$ cat config.mk
export PLATFORM = sky130hd
export DESIGN_NAME = package_table_with_bump_allocator
export DESIGN_NICKNAME = d
export VERILOG_FILES = /design/src/rtl/ptba_pkg.sv /design/src/rtl/ptba_mem.sv /design/src/rtl/ptba_kmem.sv /design/src/rtl/package_table_with_bump_allocator.sv
export SDC_FILE = /design/constraint.sdc
export NUM_CORES = 2
export LEC_CHECK = 0
export BUFFER_PORTS_ARGS = -buffer_cell sky130_fd_sc_hd__buf_2
export CORE_MARGIN = 1.5
export CORE_UTILIZATION = 55
export DETAILED_ROUTE_END_ITERATION = 8
export PLACE_DENSITY = 0.72
export SYNTH_ARGS = -nofsm -noshare
export SYNTH_HDL_FRONTEND = slang
export SYNTH_SLANG_ARGS = --single-unit
$ cat constraint.sdc
create_clock -name clk -period 14.09 [get_ports clk]
set_clock_uncertainty 0.05 [all_clocks]
set_input_delay 1.409 -clock clk [delete_from_list [all_inputs] [get_ports clk]]
set_output_delay 1.409 -clock clk [all_outputs]
set_load 0.01 [all_outputs]
$ cat src/rtl/ptba_pkg.sv
package ptba_pkg;

    localparam int SLOTS_DEF       = 16;
    localparam int KEY_BYTES_DEF   = 8;
    localparam int DATA_START_DEF  = 65536;
    localparam int FLASH_BYTES_DEF = 67108864;

    localparam int SPACE_W = 27;
    localparam int KEY_W   = 64;

    typedef enum logic [2:0] {
        OP_ALLOC   = 3'd0,
        OP_ADD     = 3'd1,
        OP_FIND    = 3'd2,
        OP_UPDATE  = 3'd3,
        OP_DELETE  = 3'd4,
        OP_COLLECT = 3'd5
    } op_t;

    typedef enum logic [1:0] {
        RC_OK        = 2'd0,
        RC_NO_SPACE  = 2'd1,
        RC_FULL      = 2'd2,
        RC_NOT_FOUND = 2'd3
    } rc_t;

    localparam logic [2:0] ST_EMPTY    = 3'd0;
    localparam logic [2:0] ST_COMPLETE = 3'd1;
    localparam logic [2:0] ST_DEPLOYED = 3'd2;

    // One table entry as held in the slot memory (status lives apart).
    typedef struct packed {
        logic [63:0] key;
        logic [23:0] attrs;
        logic [31:0] address;
        logic [31:0] size;
        logic [31:0] crc;
    } entry_t;

    typedef enum logic [3:0] {
        S_IDLE,
        S_SCAN,
        S_COLL,
        S_FIX,
        S_READ,
        S_RDATA,
        S_OUT
    } state_t;

    // Keep bytes up to the first zero byte, limited to KEY_BYTES.
    function automatic logic [63:0] norm_key(input logic [63:0] k, input int kb);
        logic [63:0] r;
        logic        stop;
        r    = '0;
        stop = 1'b0;
        for (int i = 0; i < 8; i++) begin
            if (i >= kb || k[8*i +: 8] == 8'h00)
                stop = 1'b1;
            if (!stop)
                r[8*i +: 8] = k[8*i +: 8];
        end
        return r;
    endfunction

endpackage

$ cat src/rtl/ptba_mem.sv
module ptba_mem #(
    parameter int SLOTS = ptba_pkg::SLOTS_DEF,
    parameter int AW    = (SLOTS > 1) ? $clog2(SLOTS) : 1
) (
    input  logic                   clk,
    input  logic                   we,
    input  logic [AW-1:0]          waddr,
    input  ptba_pkg::entry_t       wdata,
    input  logic [AW-1:0]          raddr,
    output ptba_pkg::entry_t       rdata
);

    ptba_pkg::entry_t mem [SLOTS];

    always_ff @(posedge clk)
    begin
        if (we)
            mem[waddr] <= wdata;
        rdata <= mem[raddr];
    end

endmodule

$ cat src/rtl/ptba_kmem.sv
module ptba_kmem #(
    parameter int SLOTS = ptba_pkg::SLOTS_DEF,
    parameter int AW    = (SLOTS > 1) ? $clog2(SLOTS) : 1
) (
    input  logic          clk,
    input  logic          we,
    input  logic [AW-1:0] waddr,
    input  logic [63:0]   wkey,
    input  logic [AW-1:0] raddr,
    output logic [63:0]   rkey
);

    logic [63:0] mem [SLOTS];

    always_ff @(posedge clk)
    begin
        if (we)
            mem[waddr] <= wkey;
        rkey <= mem[raddr];
    end

endmodule

$ cat src/rtl/package_table_with_bump_allocator.sv
// Channel | Dir | tdata fields (low bit up)
// s_axis  | in  | op, ecu_key, byte_count, target_kind, bus_kind, install_condition,
//         |     | package_address, image_crc, status_value (190 bits, padded to 192)
// m_axis  | out | result_code, alloc_address, found_address, found_size, found_kind,
//         |     | found_bus, found_condition, found_status, found_crc, entries_used,
//         |     | space_left, packages_seen (216 bits)
// After a command is accepted, add and an undefined op go straight to the output state;
// collect scans one status slot per cycle, and allocate runs at most one collect pass.
// Find, update and delete compare one key per cycle from the key memory, then read
// the entry. rst_n clears status bits, counters and the free-space pointers; slot
// memories are not cleared. A held result blocks the next command until taken, and
// input is ready again in the cycle after that transfer.
module package_table_with_bump_allocator #(
    parameter int SLOTS       = ptba_pkg::SLOTS_DEF,
    parameter int KEY_BYTES   = ptba_pkg::KEY_BYTES_DEF,
    parameter int DATA_START  = ptba_pkg::DATA_START_DEF,
    parameter int FLASH_BYTES = ptba_pkg::FLASH_BYTES_DEF
) (
    input  logic         clk,
    input  logic         rst_n,
    input  logic         s_axis_tvalid,
    output logic         s_axis_tready,
    // op, ecu_key, byte_count, target_kind, bus_kind, install_condition,
    // package_address, image_crc, status_value
    input  logic [191:0] s_axis_tdata,
    output logic         m_axis_tvalid,
    input  logic         m_axis_tready,
    // result_code, alloc_address, found_address, found_size, found_kind, found_bus,
    // found_condition, found_status, found_crc, entries_used, space_left, packages_seen
    output logic [215:0] m_axis_tdata
);

    localparam int AW = (SLOTS > 1) ? $clog2(SLOTS) : 1;
    localparam int CW = $clog2(SLOTS + 1);
    localparam logic [26:0] START0 = 27'(DATA_START);
    localparam logic [26:0] SIZE0  =
        (DATA_START <= FLASH_BYTES) ? 27'(FLASH_BYTES - DATA_START) : 27'd0;
    localparam logic [CW:0] SLOTS_C = (CW+1)'(SLOTS);
    localparam logic [AW:0] LAST_C  = (AW+1)'(SLOTS - 1);

    ptba_pkg::state_t state_reg, state_next;

    logic [2:0]  op_reg;
    logic [63:0] key_reg;
    logic [31:0] cnt_reg;
    logic [23:0] attr_reg;
    logic [31:0] addr_reg, crc_reg;
    logic [2:0]  stv_reg;

    logic [2:0]  status_reg [SLOTS];
    logic [CW:0] used_reg;
    logic [26:0] start_reg, size_reg;
    logic [31:0] added_reg, bytes_reg;

    logic [AW:0] idx_reg;
    logic        pend_reg;          // a scan read is in flight
    logic [AW-1:0] pidx_reg;
    logic        hit_reg;
    logic [AW-1:0] hit_idx_reg;
    logic        removed_reg;
    logic        pass2_reg;         // allocate: its collect pass is done

    logic [1:0]  rc_reg;
    logic [26:0] aout_reg;
    ptba_pkg::entry_t fnd_reg;
    logic [2:0]  fst_reg;
    logic        ovalid_reg;

    ptba_pkg::entry_t mrd, mwd;
    logic [63:0] krd;
    logic        mwe;
    logic [AW-1:0] mra, mwa;

    ptba_mem #(.SLOTS(SLOTS), .AW(AW)) u_mem (
        .clk(clk), .we(mwe), .waddr(mwa), .wdata(mwd), .raddr(mra), .rdata(mrd));
    ptba_kmem #(.SLOTS(SLOTS), .AW(AW)) u_kmem (
        .clk(clk), .we(mwe), .waddr(mwa), .wkey(mwd.key), .raddr(mra), .rkey(krd));

    logic accept;
    assign s_axis_tready = (state_reg == ptba_pkg::S_IDLE) && !ovalid_reg;
    assign accept = s_axis_tvalid && s_axis_tready;

    // Collect is needed for allocate when size is zero/too big or the table is full.
    logic need_coll;
    assign need_coll = (cnt_reg == 32'd0) || (cnt_reg > {5'd0, size_reg})
                       || (used_reg >= SLOTS_C);
    logic scan_done;
    assign scan_done = (idx_reg == LAST_C);

    logic first_empty_found;
    logic [AW-1:0] first_empty;
    always_comb
    begin
        first_empty_found = 1'b0;
        first_empty = '0;
        for (int i = SLOTS - 1; i >= 0; i--) begin
            if (status_reg[i] == ptba_pkg::ST_EMPTY) begin
                first_empty_found = 1'b1;
                first_empty = AW'(i);
            end
        end
    end

    always_comb
    begin
        state_next = state_reg;
        unique case (state_reg)
            ptba_pkg::S_IDLE:
                if (accept) begin
                    priority case (s_axis_tdata[2:0])
                        ptba_pkg::OP_ALLOC:   state_next = ptba_pkg::S_FIX;
                        ptba_pkg::OP_ADD:     state_next = ptba_pkg::S_OUT;
                        ptba_pkg::OP_FIND, ptba_pkg::OP_UPDATE,
                        ptba_pkg::OP_DELETE:  state_next = ptba_pkg::S_SCAN;
                        ptba_pkg::OP_COLLECT: state_next = ptba_pkg::S_COLL;
                        default:              state_next = ptba_pkg::S_OUT;
                    endcase
                end
            ptba_pkg::S_SCAN:
                if (pend_reg && (krd == key_reg)
                    && status_reg[pidx_reg] != ptba_pkg::ST_EMPTY)
                    state_next = ptba_pkg::S_READ;
                else if (!pend_reg && idx_reg > LAST_C)
                    state_next = ptba_pkg::S_READ;
            ptba_pkg::S_COLL:
                if (scan_done)
                    state_next = (op_reg == ptba_pkg::OP_ALLOC) ?
                                 ptba_pkg::S_FIX : ptba_pkg::S_OUT;
            ptba_pkg::S_FIX:
                if (need_coll && !pass2_reg) state_next = ptba_pkg::S_COLL;
                else state_next = ptba_pkg::S_OUT;
            ptba_pkg::S_READ:  state_next = ptba_pkg::S_RDATA;
            ptba_pkg::S_RDATA: state_next = ptba_pkg::S_OUT;
            ptba_pkg::S_OUT:   state_next = ptba_pkg::S_IDLE;
            default:           state_next = ptba_pkg::S_IDLE;
        endcase
    end

    always_comb
    begin
        mwe = 1'b0;
        mwa = first_empty;
        mwd.key = key_reg;
        mwd.attrs = attr_reg;
        mwd.address = addr_reg;
        mwd.size = cnt_reg;
        mwd.crc = crc_reg;
        mra = idx_reg[AW-1:0];
        if (state_reg == ptba_pkg::S_READ)
            mra = hit_idx_reg;
        if (state_reg == ptba_pkg::S_OUT && op_reg == ptba_pkg::OP_ADD
            && used_reg < SLOTS_C && first_empty_found)
            mwe = 1'b1;
    end

    always_ff @(posedge clk)
    begin
        if (accept) begin
            op_reg   <= s_axis_tdata[2:0];
            key_reg  <= ptba_pkg::norm_key(s_axis_tdata[66:3], KEY_BYTES);
            cnt_reg  <= s_axis_tdata[98:67];
            attr_reg <= s_axis_tdata[122:99];
            addr_reg <= s_axis_tdata[154:123];
            crc_reg  <= s_axis_tdata[186:155];
            stv_reg  <= s_axis_tdata[189:187];
        end
        if (state_reg == ptba_pkg::S_RDATA)
            fnd_reg <= mrd;
    end

    always_ff @(posedge clk or negedge rst_n)
    begin
        if (!rst_n) begin
            state_reg   <= ptba_pkg::S_IDLE;
            for (int i = 0; i < SLOTS; i++) status_reg[i] <= ptba_pkg::ST_EMPTY;
            used_reg    <= '0;
            start_reg   <= START0;
            size_reg    <= SIZE0;
            added_reg   <= '0;
            bytes_reg   <= '0;
            idx_reg     <= '0;
            pend_reg    <= 1'b0;
            pidx_reg    <= '0;
            hit_reg     <= 1'b0;
            hit_idx_reg <= '0;
            removed_reg <= 1'b0;
            pass2_reg   <= 1'b0;
            rc_reg      <= ptba_pkg::RC_OK;
            aout_reg    <= '0;
            fst_reg     <= '0;
            ovalid_reg  <= 1'b0;
        end else begin
            state_reg <= state_next;
            if (ovalid_reg && m_axis_tready)
                ovalid_reg <= 1'b0;
            unique case (state_reg)
                ptba_pkg::S_IDLE:
                begin
                    idx_reg     <= '0;
                    pend_reg    <= 1'b0;
                    hit_reg     <= 1'b0;
                    removed_reg <= 1'b0;
                    pass2_reg   <= 1'b0;
                    // The result fields stay put while a result waits.
                    if (accept)
                    begin
                        rc_reg   <= ptba_pkg::RC_OK;
                        aout_reg <= '0;
                        fst_reg  <= '0;
                    end
                end
                ptba_pkg::S_SCAN:
                begin
                    if (pend_reg && (krd == key_reg)
                        && status_reg[pidx_reg] != ptba_pkg::ST_EMPTY) begin
                        hit_reg     <= 1'b1;
                        hit_idx_reg <= pidx_reg;
                    end else begin
                        pend_reg <= (idx_reg <= LAST_C);
                        pidx_reg <= idx_reg[AW-1:0];
                        if (idx_reg <= LAST_C)
                            idx_reg <= idx_reg + 1'b1;
                    end
                end
                ptba_pkg::S_COLL:
                begin
                    if (status_reg[idx_reg[AW-1:0]] == ptba_pkg::ST_DEPLOYED) begin
                        status_reg[idx_reg[AW-1:0]] <= ptba_pkg::ST_EMPTY;
                        if (used_reg != '0) used_reg <= used_reg - 1'b1;
                        removed_reg <= 1'b1;
                    end
                    if (scan_done) begin
                        idx_reg <= '0;
                        if (op_reg == ptba_pkg::OP_ALLOC) pass2_reg <= 1'b1;
                    end else begin
                        idx_reg <= idx_reg + 1'b1;
                    end
                end
                ptba_pkg::S_FIX:
                begin
                    // The space reset after an allocate's collect pass lands here.
                    if (removed_reg && used_reg == '0) begin
                        start_reg <= START0;
                        size_reg  <= SIZE0;
                        removed_reg <= 1'b0;
                    end
                end
                ptba_pkg::S_READ:
                begin
                    if (!hit_reg)
                        rc_reg <= ptba_pkg::RC_NOT_FOUND;
                end
                ptba_pkg::S_RDATA:
                begin
                    if (hit_reg) begin
                        unique case (op_reg)
                            ptba_pkg::OP_FIND:   fst_reg <= status_reg[hit_idx_reg];
                            ptba_pkg::OP_UPDATE: status_reg[hit_idx_reg] <= stv_reg;
                            ptba_pkg::OP_DELETE:
                            begin
                                status_reg[hit_idx_reg] <= ptba_pkg::ST_EMPTY;
                                if (used_reg != '0) used_reg <= used_reg - 1'b1;
                            end
                            default: ;
                        endcase
                    end
                end
                ptba_pkg::S_OUT:
                begin
                    ovalid_reg <= 1'b1;
                    if (op_reg == ptba_pkg::OP_COLLECT && removed_reg && used_reg == '0)
                    begin
                        start_reg <= START0;
                        size_reg  <= SIZE0;
                    end
                    if (op_reg == ptba_pkg::OP_ALLOC) begin
                        if (cnt_reg > {5'd0, size_reg})
                            rc_reg <= ptba_pkg::RC_NO_SPACE;
                        else if (used_reg >= SLOTS_C)
                            rc_reg <= ptba_pkg::RC_FULL;
                        else begin
                            aout_reg  <= start_reg;
                            start_reg <= start_reg + cnt_reg[26:0];
                            size_reg  <= size_reg - cnt_reg[26:0];
                        end
                    end
                    if (op_reg == ptba_pkg::OP_ADD) begin
                        if (used_reg >= SLOTS_C || !first_empty_found)
                            rc_reg <= ptba_pkg::RC_FULL;
                        else begin
                            status_reg[first_empty] <= ptba_pkg::ST_COMPLETE;
                            used_reg  <= used_reg + 1'b1;
                            added_reg <= added_reg + 32'd1;
                            bytes_reg <= bytes_reg + cnt_reg;
                        end
                    end
                end
                default: ;
            endcase
        end
    end

    // Find result fields read as zero unless this was a successful find.
    logic show;
    assign show = (op_reg == ptba_pkg::OP_FIND) && (rc_reg == ptba_pkg::RC_OK);

    assign m_axis_tvalid = ovalid_reg;
    assign m_axis_tdata = {
        added_reg,
        size_reg,
        5'(used_reg),
        show ? fnd_reg.crc : 32'd0,
        show ? fst_reg : 3'd0,
        show ? fnd_reg.attrs : 24'd0,
        show ? fnd_reg.size : 32'd0,
        show ? fnd_reg.address : 32'd0,
        aout_reg,
        rc_reg
    };

endmodule

== After elaboration in Yosys (flattened, before gate mapping) ==
Memories as Yosys holds them, arrays and structs flattened. A register that Yosys moved wholly into a read port is not among the register bits.
Index checks and enable logic that the tools add are counted.

* Logic and storage cells: 341
* Bits in read-only memories: 0
* Memories kept: 2
* Memory bits (writable): 3968
* Flip-flop bits (word level): 504
* Bits in latches: 0

{| class="wikitable"
|+ Memory list
! memory !! words !! width !! rd ports !! clocked after Yosys merged registers in !! write ports !! line !! source
|-
| u_mem.mem || 16 || 184 || 1 || 1 || 1 || ptba_mem.sv:13 || <nowiki>ptba_pkg::entry_t mem [SLOTS];</nowiki>
|-
| u_kmem.mem || 16 || 64 || 1 || 1 || 1 || ptba_kmem.sv:13 || <nowiki>logic [63:0] mem [SLOTS];</nowiki>
|}

* Shift operators: 0
* $lt $le $gt $ge: 12
* Reductions and logical operators: 82
* Multiplexer cells: 139
* $mul: 0
* Add/sub/neg operators: 6
* Bitwise operators: 13
* Divide/modulo/power cells: 0
* Equal/unequal tests: 37

{| class="wikitable"
|+ Operator list
! kind !! number
|-
| $mux W27 || 14
|-
| $mux W48 || 4
|-
| $pmux W27 S2 || 3
|-
| $pmux W48 S3 || 1
|-
| $and A48 B48 Y48 || 2
|-
| $mux W32 || 3
|-
| $not A48 Y48 || 2
|-
| $pmux W48 S2 || 1
|-
| $mux W4 || 21
|-
| $eq A64 B64 Y1 || 1
|-
| $logic_not A8 Y1 || 8
|-
| $logic_not A3 Y1 || 18
|-
| $bwmux W48 || 1
|-
| $mux W3 || 15
|-
| $mux W1 || 43
|-
| $bmux W3 S4 || 3
|-
| $demux W3 S4 || 3
|-
| $mux W6 || 6
|-
| $add A32 B1 Y32 const B || 1
|-
| $and A32 B32 Y32 || 1
|-
| $gt A32 B27 Y1 || 1
|-
| $logic_not A32 Y1 || 1
|-
| $not A32 Y32 || 1
|-
| $add A27 B27 Y27 || 1
|-
| other kinds (50) || 134
|}

== Logic depth before layout (Yosys ltp) ==
* Depth in word-level cells: 27
* Gate-level depth with buffers: 15
* Depth with buffers taken out: 14

== Modules after synthesis ==
A second synthesis with hierarchy kept.

* Cell total of the unflattened synthesis: 8688
* Area, all modules: 178800.2 sq um

{| class="wikitable"
|+ Modules (own cells, without submodules)
! module !! seq. area each (sq um) !! area each (sq um) !! cells each !! instances
|-
| ptba_mem || 92088.3 || 114094.4 || 4805 || 1
|-
| ptba_kmem || 32030.7 || 39583.0 || 1647 || 1
|-
| package_table_with_bump_allocator || 14152.3 || 25122.8 || 2236 || 1
|}

== Worst setup path after synthesis ==
No wires, ideal clock.

* Kind: flip-flop to flip-flop
* Start point: reg status_reg[2] (netlist name)
* End point: mem u_kmem.mem[8][0] (netlist: u_kmem.mem[2][0]), enable pin
* Path buffers: 1
* Stages on the path, launching flop included: 9
* Setup time: 0.732 ns
* Arrival time: 9.567 ns
* Clock period less this slack: 10.349 ns
* Slack: 3.741 ns
* Cell sequence: dfrtp_1 -> or3_1 -> a211oi_1 -> o31ai_1 -> a311oi_2 -> a31oi_1 -> or2_0 -> clkbuf_1 -> nor2_1

* Word-level cells in the longest chain between the ends: 21
* Elaborated cells on any way between the ends: 37
* Classes of those cells: 35 x mux; 2 x reduce/logical

{| class="wikitable"
|+ Ends and longest elaborated chain
! element !! line !! source
|-
| start, declared || package_table_with_bump_allocator.sv:50 || <nowiki>logic [2:0] status_reg [SLOTS];</nowiki>
|-
| start signal, assigned by index || package_table_with_bump_allocator.sv:228 || <nowiki>status_reg[idx_reg[AW-1:0]] <= ptba_pkg::ST_EMPTY;</nowiki>
|-
| start signal, assigned by index || package_table_with_bump_allocator.sv:258 || <nowiki>ptba_pkg::OP_UPDATE: status_reg[hit_idx_reg] <= stv_reg;</nowiki>
|-
| start signal, assigned by index || package_table_with_bump_allocator.sv:261 || <nowiki>status_reg[hit_idx_reg] <= ptba_pkg::ST_EMPTY;</nowiki>
|-
| $logic_not A3 Y1 * || package_table_with_bump_allocator.sv:97 || <nowiki>if (status_reg[i] == ptba_pkg::ST_EMPTY) begin</nowiki>
|-
| $mux W1 (16 in series) || package_table_with_bump_allocator.sv:97 ||
|-
| $logic_and A1 B1 Y1 || package_table_with_bump_allocator.sv:152 || <nowiki>&& used_reg < SLOTS_C && first_empty_found)</nowiki>
|-
| $mux W1 || package_table_with_bump_allocator.sv:151 || <nowiki>if (state_reg == ptba_pkg::S_OUT && op_reg == ptba_pkg::OP_ADD</nowiki>
|-
| $mux W1 || ptba_kmem.sv:17 || <nowiki>if (we)</nowiki>
|-
| $mux W1 (not written as such) || ptba_kmem.sv:18 || <nowiki>mem[waddr] <= wkey;</nowiki>
|-
| end, declared || ptba_kmem.sv:13 ||
|}

Mark *: on every way between the ends. The rest lies on a longest branch, timed or not.

== Worst setup path in the final report ==
* Start point: reg status_reg[47] (netlist name)
* End point: mem u_mem.mem[8][96] (netlist name), enable pin

* Word-level cells in the longest chain between the ends: 6
* Elaborated cells on any way between the ends: 7
* Classes of those cells: 5 x mux; 2 x reduce/logical

{| class="wikitable"
|+ Ends and longest elaborated chain
! element !! line !! source
|-
| $logic_not A3 Y1 * || package_table_with_bump_allocator.sv:97 ||
|-
| $mux W1 || package_table_with_bump_allocator.sv:97 ||
|-
| $logic_and A1 B1 Y1 || package_table_with_bump_allocator.sv:152 ||
|-
| $mux W1 || package_table_with_bump_allocator.sv:151 ||
|-
| $mux W1 || ptba_mem.sv:17 || <nowiki>if (we)</nowiki>
|-
| $mux W1 (not written as such) || ptba_mem.sv:18 || <nowiki>mem[waddr] <= wdata;</nowiki>
|-
| end, declared || ptba_mem.sv:13 ||
|}

Marked as above.

==> results.md <==
* Grt total ovfl at 0
* Worst reg2reg setup slack at 7.50 ns
* Post-Route WL at roughly 370000 um
* Clk root buf: clkbuf_16
* Reg-to-reg startpoint: status_reg[47]
* Max reg flops at 1934
* Top FF cell, synth: edfxtp_1
* Setup-failing EPs final at 0
* # nets final at 11.4k
* Largest registers: u_mem.mem (1934), u_kmem.mem (1010)
* Starting DRT DRC Count at 10.9k
* Via Count at about 92k
* Setup TNS at 0 ns
* Hold EP: fnd_reg[118]
* Post_cts resized at 0
* Inserted Clock Buffers at between 300 and 400
* H-tree lvl count at 5
* Crit path DAT at 7.01 ns
* Synth warnings at 0
* Mapped Nets at between 10k and 15k
* Initial core utilization at between 50 and 60%
* I/O Buffers at around 410
* FFs w/ async S/R, synth at under 10%
* Synth cell count leaders: edfxtp_1, nand2_1, nand3_1
* Row count at between 150 and 200
* GP Congestion at approximately 0.87
* Area of the die at approximately 0.26 mm2
* First-pass GRT wire length at 552000 um
* Die W at 514 um
* FILL cells at around 19k
* Yosys top cell by area: edfxtp_1
* Cell count after synthesis at around 11k
* Comb power frac at 17.1%
* Post-route ant nets at 0
* Minimum hold slack at between 0.3 and 0.4 ns
* DP Wirelength at between 150000 and 200000 um
* Yosys reg bits at around 3.6k
* Post-synth EDFFs at 3254
* Top-count cell post-synth: edfxtp_1
* Area contributors post-synth: edfxtp_1, nand2_1, a311oi_1, dfrtp_1, nand3_1
* Hold depth at 0
* Via density at 6.21
* Fin crit share at a little under half
* Peak supply drop at about 120 uV
* Max-cap violation count at 0
* GRT Util Overall at 27.6%
* Max Root-Sink Buffers at 4
* Sequential fraction of the synthesis area at 73.9%
* Fmax at 0.152 GHz
* Startpoint Class: flop
* Measured slew at the worst slew-check pin at about 1.3 ns
* Layout area overhead at 11.9%
* Worst reg-to-reg path cell count at 9
* First drt pass iteration count at 8
* Clock Power Share at 35.3%
* Clk slew on worst S/H paths at about 0.060 ns
* Final Critical Period at 6.59 ns
* TritonCTS clock tree: yes
* Most flops, register: u_mem.mem
* Hold Path Class: flop to flop
* Drt drc at 0
* Area share of the largest cell type after synthesis at just under 70%
* Largest net degree at the start of global routing at about 210
* Final hold violations at 0
* Type of the worst setup path: flop to flop
* Clk_lat worst skew at around 0.91 ns
* Post CTS Setup Buffer Count at 0
* Seq pwr share at between 40% and 50%
* PwrDens at 172 mW/mm2
* Reg2reg end: u_mem.mem[8][96]
* RSZ-0062 raised after global routing: false
* Clock sink count at around 3.6k
* CP max FO at 47
* Sw frac at between 20% and 30%
* Die Y-Extent at between 500 and 600 um
* CP endpoint kind: flop
* Share of post-route cells with drive strength above 1 at between 10% and 20%
* Critical Path RT at about 15 ns
* Max_slew headroom at 14.5%
* Hold path start: u_mem.rdata[118]
* P_int at around 0.020 W
* Final slew viol count at 0
* Antenna violations before repair at 29
* Sw Pwr at 0.00781 W
* WL per Instance at ~25 um
* Post-Synthesis Mean Instance Area at around 13 um2
* Worst Setup SP: status_reg[47]
* Number of top-level pins at 414
* Count of cell types in the netlist at ~120
* Vias in the first global route at roughly 90k
* Synthesized area at ~0.14 mm2
* Hold_buf cts at 0
* Core Area at 0.260 mm2
* Status: finished clean
* Leakage at approximately 57 nW
worst max-delay path by stage:
stage,to,depth (start not counted),slack (ns)
6_report,u_mem.mem[8][96],9,7.50
5_1_grt,u_mem.mem[8][96],9,7.36
4_1_cts,u_mem.mem[8][96],9,7.53
3_5_place_dp,u_kmem.mem[8][6],9,7.56
3_3_place_gp,u_kmem.mem[8][7],9,7.59
2_1_floorplan,u_kmem.mem[2][0],8,3.74
cell families (layout without fill, tap and decap cells):
kind of cell    count (synthesis)  after routing  share of synthesized area, %
compound gates               1384           1384                          6.99
other cells                     0             14                             0
simple gates                 4806           4806                          14.7
mux                            37             37                         0.478
fa+ha+maj                      93             93                         0.825
buf+inv                       808           1332                          2.34
flops                        3631           3631                          73.9
xor+xnor                      130            130                         0.792
critical path: stages (launching register included):
cell and delay (ns):
dfrtp_1 0.42, or3_1 0.58, nand4_1 0.27, o41a_1 0.33, and3_1 0.69, nand3_1 0.47
nor2_4 0.74, buf_4 0.83, buf_4 0.80, buf_4 0.89
cell usage in the layout (no fill, tap or decap), types with 127 or more instances in the layout:
master / synthesis / routed
and3_1: 381 / 381
a31oi_1: 194 / 194
a311oi_1: 553 / 553
nand2_1: 3148 / 3148
nand3_1: 782 / 782
dfxtp_1: 184 / 184
a21oi_1: 277 / 273
and2_1: 187 / 187
edfxtp_1: 3254 / 3254
buf_2: 188 / 410
clkbuf_16: 0 / 373
dfrtp_1: 182 / 182
o21ai_0: 127 / 127
power by group through the flow:
stage               registers (W)  clock network (W)  logic (W)
finish                     0.0131            0.00975    0.00471
detailed placement         0.0134                  0    0.00463
CTS                        0.0131            0.00985    0.00467
global placement           0.0133                  0    0.00452
floorplan                  0.0132                  0    0.00331
global route               0.0132             0.0102    0.00513
metrics by stage:
step / cells / cell area [um2] / worst slack (ns) / total power (W) / util (%)
final: 14800 / 161000 / 7.50 / 0.0276 / 61.9
after global routing: 14800 / 161000 / 7.36 / 0.0286 / 61.9
after global placement: 14100 / 149000 / 7.59 / 0.0178 / 57.3
after CTS: 14800 / 161000 / 7.53 / 0.0277 / 61.9
after floorplan: 10900 / 144000 / 3.74 / 0.0165 / -
after detailed placement: 14100 / 149000 / 7.56 / 0.0180 / 57.3
layer usage:
metal  GRT usage [%]  part of all wire, %
met1            37.9                   39
met2            44.8                   48
met3            4.22                  9.1
met4            10.4                  3.7
met5               0               0.0054
final cells by class:
type / instances / area (um2) / share of cell area [%]
antenna: 14 / 35.0 / 0.0218
clock buffer: 493 / 10200 / 6.33
clock inverter: 180 / 1930 / 1.20
inverter: 100 / 388 / 0.241
multi-input combinational: 6450 / 34300 / 21.3
sequential: 3631 / 106000 / 66.0
tap: 3402 / 4260 / 2.65
timing repair buffer: 559 / 3500 / 2.18
(Power assumes the default switching activity.)
